$ cat config.mk
export PLATFORM = sky130hd
export DESIGN_NAME = redp_ctrl
export DESIGN_NICKNAME = d
export VERILOG_FILES = /design/src/hdl/redp_pkg.sv /design/src/hdl/redp_ctrl.sv
export SDC_FILE = /design/constraint.sdc
export NUM_CORES = 1
export LEC_CHECK = 0
export BUFFER_PORTS_ARGS = -buffer_cell sky130_fd_sc_hd__buf_2
export CORE_MARGIN = 2
export CORE_UTILIZATION = 37
export DETAILED_ROUTE_END_ITERATION = 10
export PLACE_DENSITY = 0.61
export SETUP_SLACK_MARGIN = 0.4
export SLEW_MARGIN = 0
export SYNTH_ARGS = -nofsm -noshare
export SYNTH_HDL_FRONTEND = slang
export SYNTH_SLANG_ARGS = --single-unit
export TNS_END_PERCENT = 5
$ cat constraint.sdc
create_clock -name clk -period 4.3 [get_ports clk]
set_input_delay 0.43 -clock clk [delete_from_list [all_inputs] [get_ports clk]]
set_output_delay 0.43 -clock clk [all_outputs]
set_load 0.03 [all_outputs]
$ cat src/hdl/redp_pkg.sv
package redp_pkg;

  localparam int OPND_W  = 16;
  localparam int VAL_W   = 64;
  localparam int START_W = 4;

  localparam logic signed [VAL_W-1:0] VAL_MAX = {1'b0, {(VAL_W-1){1'b1}}};
  localparam logic signed [VAL_W-1:0] VAL_MIN = {1'b1, {(VAL_W-1){1'b0}}};

  typedef enum logic [1:0] {
    OP_ADD  = 2'd0,
    OP_SUB  = 2'd1,
    OP_MUL  = 2'd2,
    OP_ZERO = 2'd3
  } op_t;

  typedef struct packed {
    logic       ld_we;
    logic       init_we;
    logic       tbl_we;
    logic       alu_start;
    logic [1:0] combo;
    logic       best_upd;
    logic       best_first;
    logic       fin_cmp;
    logic       fin_first;
    logic       emit;
  } cmd_t;

endpackage

$ cat src/hdl/redp_ctrl.sv
module redp_ctrl import redp_pkg::*; #(
  parameter int MAX_ELEMS = 16,
  parameter int IW        = 4,
  parameter int CW        = 5
) (
  input  logic            clk,
  input  logic            rst,
  input  logic            in_valid,
  input  logic            in_last,
  output logic            in_ready,
  output logic            out_valid,
  input  logic            out_ready,
  input  logic            alu_done,
  output cmd_t            cmd,
  output logic [IW-1:0]   ld_addr,
  output logic [IW-1:0]   pos_addr,
  output logic [IW-1:0]   op_addr,
  output logic [2*IW-1:0] ra,
  output logic [2*IW-1:0] rb,
  output logic [2*IW-1:0] wa,
  output logic [IW-1:0]   fin_s,
  output logic            ovf
);

  typedef enum logic [3:0] {
    LOAD, INIT_RD, INIT_WR, SPL_RD, ALU_GO, ALU_WAIT, TBL_WR, FIN_RD, FIN_CMP, EMIT
  } state_t;

  state_t        state;
  logic [CW-1:0] count;
  logic [IW-1:0] s;
  logic [IW-1:0] i;
  logic [CW-1:0] len;
  logic [1:0]    k;

  logic [IW:0]   s2_raw, op_raw, n_ext;
  logic [IW-1:0] s2, opi, n_m1, len_m1, r_len;
  logic          accept, emit_ok, last_s, last_i;

  assign accept  = in_valid && in_ready;
  assign emit_ok = (state == EMIT) && (!out_valid || out_ready);
  assign n_ext   = (IW+1)'(count);
  assign s2_raw  = {1'b0, s} + {1'b0, i};
  assign op_raw  = s2_raw - (IW+1)'(1);
  assign s2      = (s2_raw >= n_ext) ? IW'(s2_raw - n_ext) : IW'(s2_raw);
  assign opi     = (op_raw >= n_ext) ? IW'(op_raw - n_ext) : IW'(op_raw);
  assign n_m1    = IW'(count - CW'(1));
  assign len_m1  = IW'(len - CW'(1));
  assign r_len   = IW'(len - CW'(i) - CW'(1));
  assign last_s  = s == n_m1;
  assign last_i  = i == len_m1;

  assign in_ready = state == LOAD;
  assign ld_addr  = IW'(count);
  assign pos_addr = s;
  assign op_addr  = opi;
  assign ra       = (state == FIN_RD) ? {s, n_m1} : {s, i - IW'(1)};
  assign rb       = {s2, r_len};
  assign wa       = (state == TBL_WR) ? {s, len_m1} : {s, IW'(0)};
  assign fin_s    = s;

  always_comb begin
    cmd            = '0;
    cmd.ld_we      = accept && (count < CW'(MAX_ELEMS));
    cmd.init_we    = state == INIT_WR;
    cmd.tbl_we     = state == TBL_WR;
    cmd.alu_start  = state == ALU_GO;
    cmd.combo      = k;
    cmd.best_upd   = (state == ALU_WAIT) && alu_done;
    cmd.best_first = (i == IW'(1)) && (k == 2'd0);
    cmd.fin_cmp    = state == FIN_CMP;
    cmd.fin_first  = s == '0;
    cmd.emit       = emit_ok;
  end

  always_ff @(posedge clk) begin
    if (rst) begin
      state     <= LOAD;
      count     <= '0;
      ovf       <= 1'b0;
      out_valid <= 1'b0;
      s         <= '0;
      i         <= '0;
      len       <= '0;
      k         <= '0;
    end else begin
      if (out_valid && out_ready) out_valid <= 1'b0;
      case (state)
        LOAD: begin
          if (accept) begin
            if (count < CW'(MAX_ELEMS)) count <= count + CW'(1);
            else ovf <= 1'b1;
            if (in_last) begin
              s     <= '0;
              state <= INIT_RD;
            end
          end
        end
        INIT_RD: state <= INIT_WR;
        INIT_WR: begin
          if (last_s) begin
            s   <= '0;
            i   <= IW'(1);
            k   <= '0;
            len <= CW'(2);
            state <= (count == CW'(1)) ? FIN_RD : SPL_RD;
          end else begin
            s     <= s + IW'(1);
            state <= INIT_RD;
          end
        end
        SPL_RD: state <= ALU_GO;
        ALU_GO: state <= ALU_WAIT;
        ALU_WAIT: begin
          if (alu_done) begin
            k <= k + 2'd1;
            if (k != 2'd3) state <= ALU_GO;
            else if (last_i) state <= TBL_WR;
            else begin
              i     <= i + IW'(1);
              state <= SPL_RD;
            end
          end
        end
        TBL_WR: begin
          i <= IW'(1);
          k <= '0;
          if (last_s) begin
            s <= '0;
            if (len == count) state <= FIN_RD;
            else begin
              len   <= len + CW'(1);
              state <= SPL_RD;
            end
          end else begin
            s     <= s + IW'(1);
            state <= SPL_RD;
          end
        end
        FIN_RD: state <= FIN_CMP;
        FIN_CMP: begin
          if (last_s) state <= EMIT;
          else begin
            s     <= s + IW'(1);
            state <= FIN_RD;
          end
        end
        EMIT: begin
          if (emit_ok) begin
            out_valid <= 1'b1;
            count     <= '0;
            ovf       <= 1'b0;
            state     <= LOAD;
          end
        end
        default: state <= LOAD;
      endcase
    end
  end

  a_count_cap: assert property (@(posedge clk) disable iff (rst)
    count <= CW'(MAX_ELEMS)) else $error("operand count past capacity");
  a_done_wait: assert property (@(posedge clk) disable iff (rst)
    alu_done |-> state == ALU_WAIT) else $error("alu result outside wait");
  a_ring_nonempty: assert property (@(posedge clk) disable iff (rst)
    state != LOAD |-> count != '0) else $error("compute with empty ring");
  a_emit_clear: assert property (@(posedge clk) disable iff (rst)
    emit_ok |=> out_valid && count == '0 && !ovf) else $error("emit did not clear ring");

endmodule

==> flow_summary.yaml, run 1 <==
worst_setup_path:
  r2r_slack_ns: 1.56
  r2r_cells: 8
  startpoint: "i[0]"
  worstPathArrival_ns: 3.33
  cp-end-kind: "output port"
  critPathKind: "flip-flop to output port"
  startpoint_type: "flip-flop"
  cp_max_fo: 7
  reg2reg_from: "count[1]"
  reg2reg_to: "len[2]"
  worstPathRequired_ns: 3.87
sta:
  maxSlewViolCount: 0
  finalCritPeriodShare_pct: 87.5
  tightestPinTransition_ns: 0.613
  skew_ns: 0.00536
  finalSetupTns_ns: 0
  fmax_mhz: 266
  fin_crit_ns: 3.76
  rsz0062_at_grt: "no"
  finalSetupViolCount: 0
  relSlewSlack_pct: 59.1
  hold_viol_final: 0
synth:
  syn_nets: 373
  synth_cells: 333
  synth_edf_count: 0
  synthesis.area_um2: 2760
  postSynth.asyncResetShare_pct: 0
  yosys-top-cells-area: "dfxtp_1 19%, ha_1 14%, xnor2_1 6.7%, buf_4 4.9%, a21oi_1 4.0%"
  yosysTopAreaCellShare_pct: 18.9
  yosysSeqAreaShare_pct: 18.9
  synth_seq_cells: 26
  synthFlopType: "dfxtp_1"
  post_synth.cell_area_avg_um2: 8.29
  yosysUniqueCellTypes: 51
  yosys.area.top_type: "dfxtp_1"
  ys_warn_count: 0
route:
  drt_iter0_markers: 88
  drc_errors: 0
  drtAntennaViolNets: 0
  wl_met1_um: 3350
  vias_per_cell: 5.16
  wl_um: 6550
  dr.pass1.iters: 5
  wl_met3_um: 314
  wire_per_inst_um: 14.0
  wl_met2_um: 2810
  vias: 2409
  maxUsedRoutingLayer: "met4"
placement:
  hpwlAfterDp_um: 5110
  dp_cells: 462
  portBuffers: 59
  gp_congestion: 0.858
power_and_ir_drop:
  ir_drop_mv: 0.100
  p_leak_nw: 1.43
  power.density_nw_per_um2: 213
clock_network:
  cts.path.max_buffers: 2
  clk_pin_slew_ns: 0.10
  clock_sinks: 26
  root_buffer: "clkbuf_8"
  cts_tree: "done"
  cts_buffers: 3
  htreeDepth: 1
  hold_buffers: 0
  clk_latency_ns: 0.28
min_path:
  hold_path.class: "input pin to flip-flop"
  min_path_cells: 3
  hold_end: "ovf"
  min_from: "in_valid"
finish:
  area_delta_synth_final_pct: 11.6
  mostFrequentLayoutCells: "59 x buf_2, 29 x nor2_1, 29 x ha_1"
  diodes: 0
  drive_gt1_share_pct: 23.1
  final_cells: 467
  finalNetCount: 409
  layout_commonest_cell: "buf_2"
global_routing:
  grt_pass1_wl_um: 11100
  gr-total-overflow: 0
  grt_max_degree: 20
  grt_pass1_vias: 2274
  grt_use_total_pct: 16.4
  grt_antenna_before_repair: 0
die:
  fp-row-count: 31
  die_h_um: 90.4
  die_w_um: 90.4
  io_pins: 60
  die-area_um2: 8170
  initial_core_util_pct: 38.1
  core_um2: 7250
run_status:
  outcome: "complete, no violations"
job:
  drv_cap: 0
[kinds of logic after synthesis]
family                   share of synthesized area, %
AND/OR/NAND/NOR                                  19.8
AO/OA/AOI/OAI                                    15.6
buffers and inverters                            11.6
adder cells (fa/ha/maj)                          16.5
XOR/XNOR                                         12.1
flip-flops                                       18.9
multiplexers                                     5.67
[Yosys cell counts (8+ instances only)]
cell type and count:
a21o_1 14, a21oi_1 22, buf_4 18, dfxtp_1 26, ha_1 30, inv_1 27, mux2i_1 10, nand2_1 21
nand3_1 9, nor2_1 29, nor3_1 9, o21ai_0 8, xnor2_1 21, xor2_1 9
[power breakdown]
group	internal (mW)	total [mW]	switching, mW
clock	0.125	0.214	0.0887
sequential	0.244	0.259	0.0153
combinational	0.0719	0.183	0.111
total	0.441	0.655	0.215
[layer usage]
layer,global-route usage (%),up-vias
met1,24.3,1132
met3,2.42,7
met2,24.9,67
met5,0,-
met4,4.10,0
li1,-,1203
[flip-flops by register name, summed over array words and instances (netlist names)]
signal     count
i              4
out_valid      1
k              2
ovf            1
count          5
fin_s          4
state          4
len            5
[critical path, stage by stage (launching register included)]
cell,delay (ns)
dfxtp_4,0.38
ha_1,0.23
fa_1,0.57
inv_2,0.08
ha_4,0.27
inv_2,0.04
ha_1,0.28
a21o_1,0.17
a21o_1,0.18
a21o_1,0.17
a21o_1,0.21
mux2_2,0.28
buf_2,0.17
[repair_timing]
| action | CTS | global route |
|---|---|---|
| endpoints found under the setup margin | 0 | 4 |
| gates resized for setup | 0 | 6 |
| setup buffers | 0 | 1 |
[worst max path at each step]
stage	depth (start not counted)	slack, ns	to
2_1_floorplan	11	0.61	op_addr[0]
3_3_place_gp	12	0.83	op_addr[3]
3_5_place_dp	12	0.73	op_addr[1]
4_1_cts	12	0.41	op_addr[1]
5_1_grt	12	0.43	op_addr[3]
6_report	12	0.54	op_addr[1]
[through the flow]
step	hold WS, ns	total power, mW	utilization [%]	setup WS [ns]	area [um2]
6_report	0.424	0.655	42.5	0.537	3080
4_1_cts	0.424	0.659	42.0	0.407	3050
3_5_place_dp	0.461	0.447	41.0	0.735	2980
5_1_grt	0.488	0.685	42.5	0.430	3080
3_3_place_gp	0.449	0.444	41.0	0.829	2980
2_1_floorplan	0.497	0.412	-	0.610	2760
[final cells by class]
cell class	instances	area, um2
fill	780	4170
clock inverter	1	30.0
tap	99	124
sequential	26	524
clock buffer	3	41.3
inverter	27	101
timing repair buffer	62	318
multi-input combinational	249	1940
Power figures use the tool's default switching activity.
==> run 2, diff against run 1 <==
==> constraint.sdc (replaced) <==
create_clock -name clk -period 4.3 [get_ports clk]
set_input_delay 0.215 -clock clk [delete_from_list [all_inputs] [get_ports clk]]
set_output_delay 0.215 -clock clk [all_outputs]
set_load 0.03 [all_outputs]
==> run 2 against run 1 <==
  * Clock power is 24% lower
  * Count of clock-buffer cells in the layout increased by 1
  * Wire length shrank 3.1%
  * Non-clock buffer count is 3 lower
  * Fmax is 3.9% higher
  * Highest routed layer unchanged
  * Sequential power is essentially flat
==> flow_summary.yaml, run 2 (same netlist as run 1, synthesis figures left out) <==
finish:
  final_cells: 464
  finalNetCount: 406
  layout_commonest_cell: "buf_2"
  area_delta_synth_final_pct: 9.34
  reg.largest.list: "count: 5 flops, len: 5 flops"
  mostFrequentLayoutCells: "59 x buf_2, 30 x ha_1, 29 x nor2_1"
  drive_gt1_share_pct: 21.4
  fillers: 777
  diodes: 0
placement:
  portBuffers: 59
  hpwlAfterDp_um: 5030
  dp_cells: 460
  gp_congestion: 0.857
die:
  fp-row-count: 31
  core_um2: 7250
  die-area_um2: 8170
  die_w_um: 90.4
  io_pins: 60
  initial_core_util_pct: 38.1
  die_h_um: 90.4
sta:
  fin_crit_ns: 3.62
  maxSlewViolCount: 0
  rsz0062_at_grt: "no"
  finalCritPeriodShare_pct: 84.2
  hold_viol_final: 0
  skew_ns: 0.00248
  finalSetupViolCount: 0
  fmax_mhz: 276
  tightestPinTransition_ns: 0.593
  relSlewSlack_pct: 60.4
  finalSetupTns_ns: 0
power_and_ir_drop:
  power.density_nw_per_um2: 199
  p_sw_share_pct: 33.9
  p_seq_share_pct: 43.3
  intPower_mw: 0.397
  p_leak_nw: 1.40
  pwr-share-comb_pct: 29.8
  power_switching_mw: 0.204
  pwr-share-clk_pct: 26.9
  ir_drop_mv: 0.122
clock_network:
  cts_setup_buffers: 0
  clock_sinks: 26
  htreeDepth: 1
  clk_pin_slew_ns: 0.09
  clk_latency_ns: 0.27
  cts_tree: "done"
  hold_buffers: 0
  root_buffer: "clkbuf_8"
  post_cts_resize_count: 0
  cts_buffers: 3
  cts.path.max_buffers: 2
worst_setup_path:
  reg2reg_to: "len[4]"
  worstPathArrival_ns: 3.41
  cp-end-kind: "output port"
  worst_path_max_delay_cell: "fa_1"
  startpoint_type: "flip-flop"
  crit_top_cell: "a21o_1"
  cp_max_fo: 7
  startpoint: "i[0]"
  crit_path_end: "op_addr[1]"
  r2r_cells: 8
  cpPeakStageDelay_ns: 0.54
  reg2reg_from: "count[1]"
  critPathKind: "flip-flop to output port"
  crit_chain: "ha_1, fa_1, inv_1, ha_1, inv_1, ha_1, a21o_1, a21o_1, a21o_1, a21o_1, mux2_2, buf_2"
  worstPathRequired_ns: 4.09
  r2r_slack_ns: 1.56
min_path:
  hold_path.class: "input pin to flip-flop"
global_routing:
  grt_antenna_before_repair: 0
  grt_max_degree: 20
  grt_pass1_vias: 2232
  grt_pass1_wl_um: 10500
  grt_use_total_pct: 15.6
  gr-total-overflow: 0
route:
  vias: 2381
  drtAntennaViolNets: 0
  wire_per_inst_um: 13.7
  vias_per_cell: 5.13
  drt_iter0_markers: 83
  dr.pass1.iters: 4
  wl_um: 6340
  drc_errors: 0
run_status:
  outcome: "complete, no violations"
job:
  drv_cap: 0
## run 2: changes by cell type in the layout (fill, tap and decap cells not counted), sizes merged
cell | before | now
buf | 62 | 59
bufinv | 1 | 0
clkbuf | 3 | 4
## run 2: area by class of cell
type	instances	area, um2	area share [%]
Inverter	27	101	3.36
Sequential cell	26	522	17.3
Tap cell	99	124	4.10
Clock buffer	4	55.1	1.82
Timing Repair Buffer	59	295	9.78
Multi-Input combinational cell	249	1920	63.6
## run 2: per-stage QoR
step	util, %	worst slack [ns]	hold WS (ns)	power, mW	cell area [um2]
6_report	41.6	0.678	0.228	0.601	3020
5_1_grt	41.6	0.460	0.266	0.631	3020
4_1_cts	41.6	0.590	0.229	0.606	3020
3_5_place_dp	40.8	0.899	0.463	0.446	2960
3_3_place_gp	40.8	0.978	0.448	0.445	2960
2_1_floorplan	-	0.825	0.379	0.412	2760
## run 2: routing by layer
metal  GRT usage, %  part of all wire [%]  up-vias  routed length (um)
li1               -                     -     1198                   -
met1           22.1                    51     1111                3220
met2           24.3                    43       66                2730
met3           3.01                   5.0        6                 314
met4           4.10                   1.2        0                  79
met5              0                     0        -                   0
## run 2: power by group through the flow
stage	Sequential (mW)	Clock, mW	Combinational (mW)
detailed placement	0.266	0	0.180
finish	0.260	0.162	0.179
floorplan	0.257	0	0.155
CTS	0.260	0.165	0.181
global placement	0.266	0	0.179
global route	0.262	0.174	0.196
## run 2: worst min-delay path by stage
stage | to | cells past startpoint | start | slack (ns)
after detailed placement | ovf | 2 | ovf | 0.46
final | ovf | 3 | in_valid | 0.23
after global routing | ovf | 3 | in_valid | 0.27
after global placement | ovf | 2 | ovf | 0.45
after CTS | ovf | 3 | in_valid | 0.23
after floorplan | ovf | 2 | in_valid | 0.38
## run 2: worst max-delay path, delay by kind of cell (launching register included)
family | cells | cell delay (ns)
DFF | 1 | 0.39
AOI/OAI and AO/OA | 4 | 0.71
buffers and inverters | 3 | 0.39
adders and majority gates | 4 | 1.36
muxes | 1 | 0.28
==> run 3, diff against run 2 <==
PLACE_DENSITY = 0.63   (was 0.61)
clock period = 2.9 ns   (was 4.3 ns; I/O delays follow)
==> run 3 against run 2 <==
  * The run now ends with setup timing left
  * Clock skew up 0.0053 ns
  * Cell count up 5.0%
  * Count of clock-buffer cells in the layout unchanged
  * Register-to-register slack worse by 0.98 ns
  * Cell area up 11%
  * First-iteration DRC count up 59%
  * Worst setup slack worse by 1.0 ns
  * Total power up 61%
  * Worst hold slack worse by 0.082 ns
  * Combinational power up 91%
  * Flip-flop and latch count unchanged
  * Largest cell class unchanged
==> flow_summary.yaml, run 3 (same netlist as run 1, synthesis figures left out) <==
placement:
  portBuffers: 59
  gp_congestion: 0.870
  hpwlAfterDp_um: 5390
  dp_slack_ns: -0.0977
  dp_cells: 482
die:
  die_w_um: 90.4
  die_h_um: 90.4
  core_um2: 7250
  io_pins: 60
  die-area_um2: 8170
  initial_core_util_pct: 38.1
  fp-row-count: 31
global_routing:
  grt_pass1_wl_um: 11600
  grt_use_total_pct: 17.4
  grt_max_degree: 20
  gr-total-overflow: 0
  grt_pass1_vias: 2372
  grt_antenna_before_repair: 0
clock_network:
  cts_buffers: 3
  hold_buffers: 0
  cts.path.max_buffers: 2
  htreeDepth: 1
  root_buffer: "clkbuf_8"
  clk_pin_slew_ns: 0.10
  cts_tree: "done"
  clock_sinks: 26
  clk_latency_ns: 0.28
route:
  drc_errors: 0
  drt_iter0_markers: 132
  vias: 2518
  vias_per_cell: 5.17
  wire_per_inst_um: 14.0
  wl_um: 6840
  dr.pass1.iters: 4
  drtAntennaViolNets: 0
sta:
  finalSetupViolCount: 8
  hold_ws_ns: 0.146
  fmax_mhz: 309
  finalCritPeriodShare_pct: 112
  rsz0062_at_grt: "yes"
  maxSlewViolCount: 0
  fin_crit_ns: 3.23
  fin_ws_ns: -0.335
  hold_viol_final: 0
  tightestPinTransition_ns: 0.615
  skew_ns: 0.00780
  relSlewSlack_pct: 58.9
worst_setup_path:
  critPathKind: "flip-flop to output port"
  r2r_cells: 8
  startpoint_type: "flip-flop"
  cp-end-kind: "output port"
  worstPathArrival_ns: 3.09
  worstPathRequired_ns: 2.76
  cp_max_fo: 4
finish:
  area_delta_synth_final_pct: 21.5
  final_cells: 487
  layout_commonest_cell: "buf_2"
  mostFrequentLayoutCells: "51 x buf_2, 29 x nor2_1, 27 x ha_1"
  drive_gt1_share_pct: 30.9
  finalNetCount: 429
  reg.largest.list: "count: 5 flops, len: 5 flops"
  utilization_pct: 46.2
  fillers: 722
  diodes: 0
run_status:
  outcome: "complete, but fails checks"
  violations: "setup timing"
power_and_ir_drop:
  p_leak_nw: 1.55
  power.density_nw_per_um2: 288
  total_power_mw: 0.966
  ir_drop_mv: 0.177
min_path:
  min_path_cells: 3
  hold_path.class: "input pin to flip-flop"
job:
  drv_cap: 0
-- run 3: cell types whose count changed in the layout (fill, tap and decap cells not counted), moves of 4 or more --
cell / delta
buf_4: +25
mux2i_1: -4
buf_6: +6
buf_2: -8
-- run 3: routing by layer --
metal / up-vias / routed length (um) / track usage [%] / part of all wire (%)
met5: - / 0 / 0 / 0
met4: 0 / 61 / 3.59 / 0.89
met3: 4 / 356 / 3.34 / 5.2
met2: 77 / 3050 / 27.0 / 45
met1: 1196 / 3370 / 25.0 / 49
li1: 1241 / - / - / -
-- run 3: area by class of cell --
class	instances	area, um2	area share, %
well taps	99	124	3.69
flip-flops and latches	26	528	15.7
multi-input cells	249	2030	60.6
inverters	27	104	3.10
clock buffers	4	55.1	1.64
repair buffers	82	510	15.2
-- run 3: per-stage QoR --
| stage | TNS (ns) | area (um2) |
|---|---|---|
| finish | -1.39 | 3350 |
| global route | -2.25 | 3350 |
| CTS | -1.53 | 3330 |
| detailed placement | -0.283 | 3220 |
| global placement | -0.0824 | 3220 |
| floorplan | -0.0396 | 2860 |
-- run 3: final timing paths --
kind,end,startpoint,slack [ns]
min,ovf,in_valid,0.15
min reg2reg,ovf,ovf,0.48
max,op_addr[2],i[0],-0.33
max reg2reg,fin_s[1],count[1],0.58
-- run 3: report_power, final --
part | switching [mW] | internal (mW) | total (mW) | leakage (nW)
combinational | 0.189 | 0.153 | 0.342 | 1.31
clock | 0.128 | 0.122 | 0.249 | 0.0288
sequential | 0.0123 | 0.362 | 0.375 | 0.212
-- run 3: what timing repair did --
action | in CTS | in global routing
gates resized for setup | 16 | 5
cloned | 0 | 0
setup endpoints to repair | 8 | 16
buffers inserted | 1 | 0
pin swaps | 4 | 1
-- run 3: critical path, cell delays in order, from the launching register on --
cell	delay [ns]
dfxtp_2	0.35
ha_4	0.16
fa_2	0.56
inv_2	0.06
ha_4	0.27
inv_4	0.04
ha_4	0.20
a21o_1	0.15
a21o_1	0.17
a21o_1	0.16
a21o_4	0.24
mux2_4	0.31
buf_6	0.14
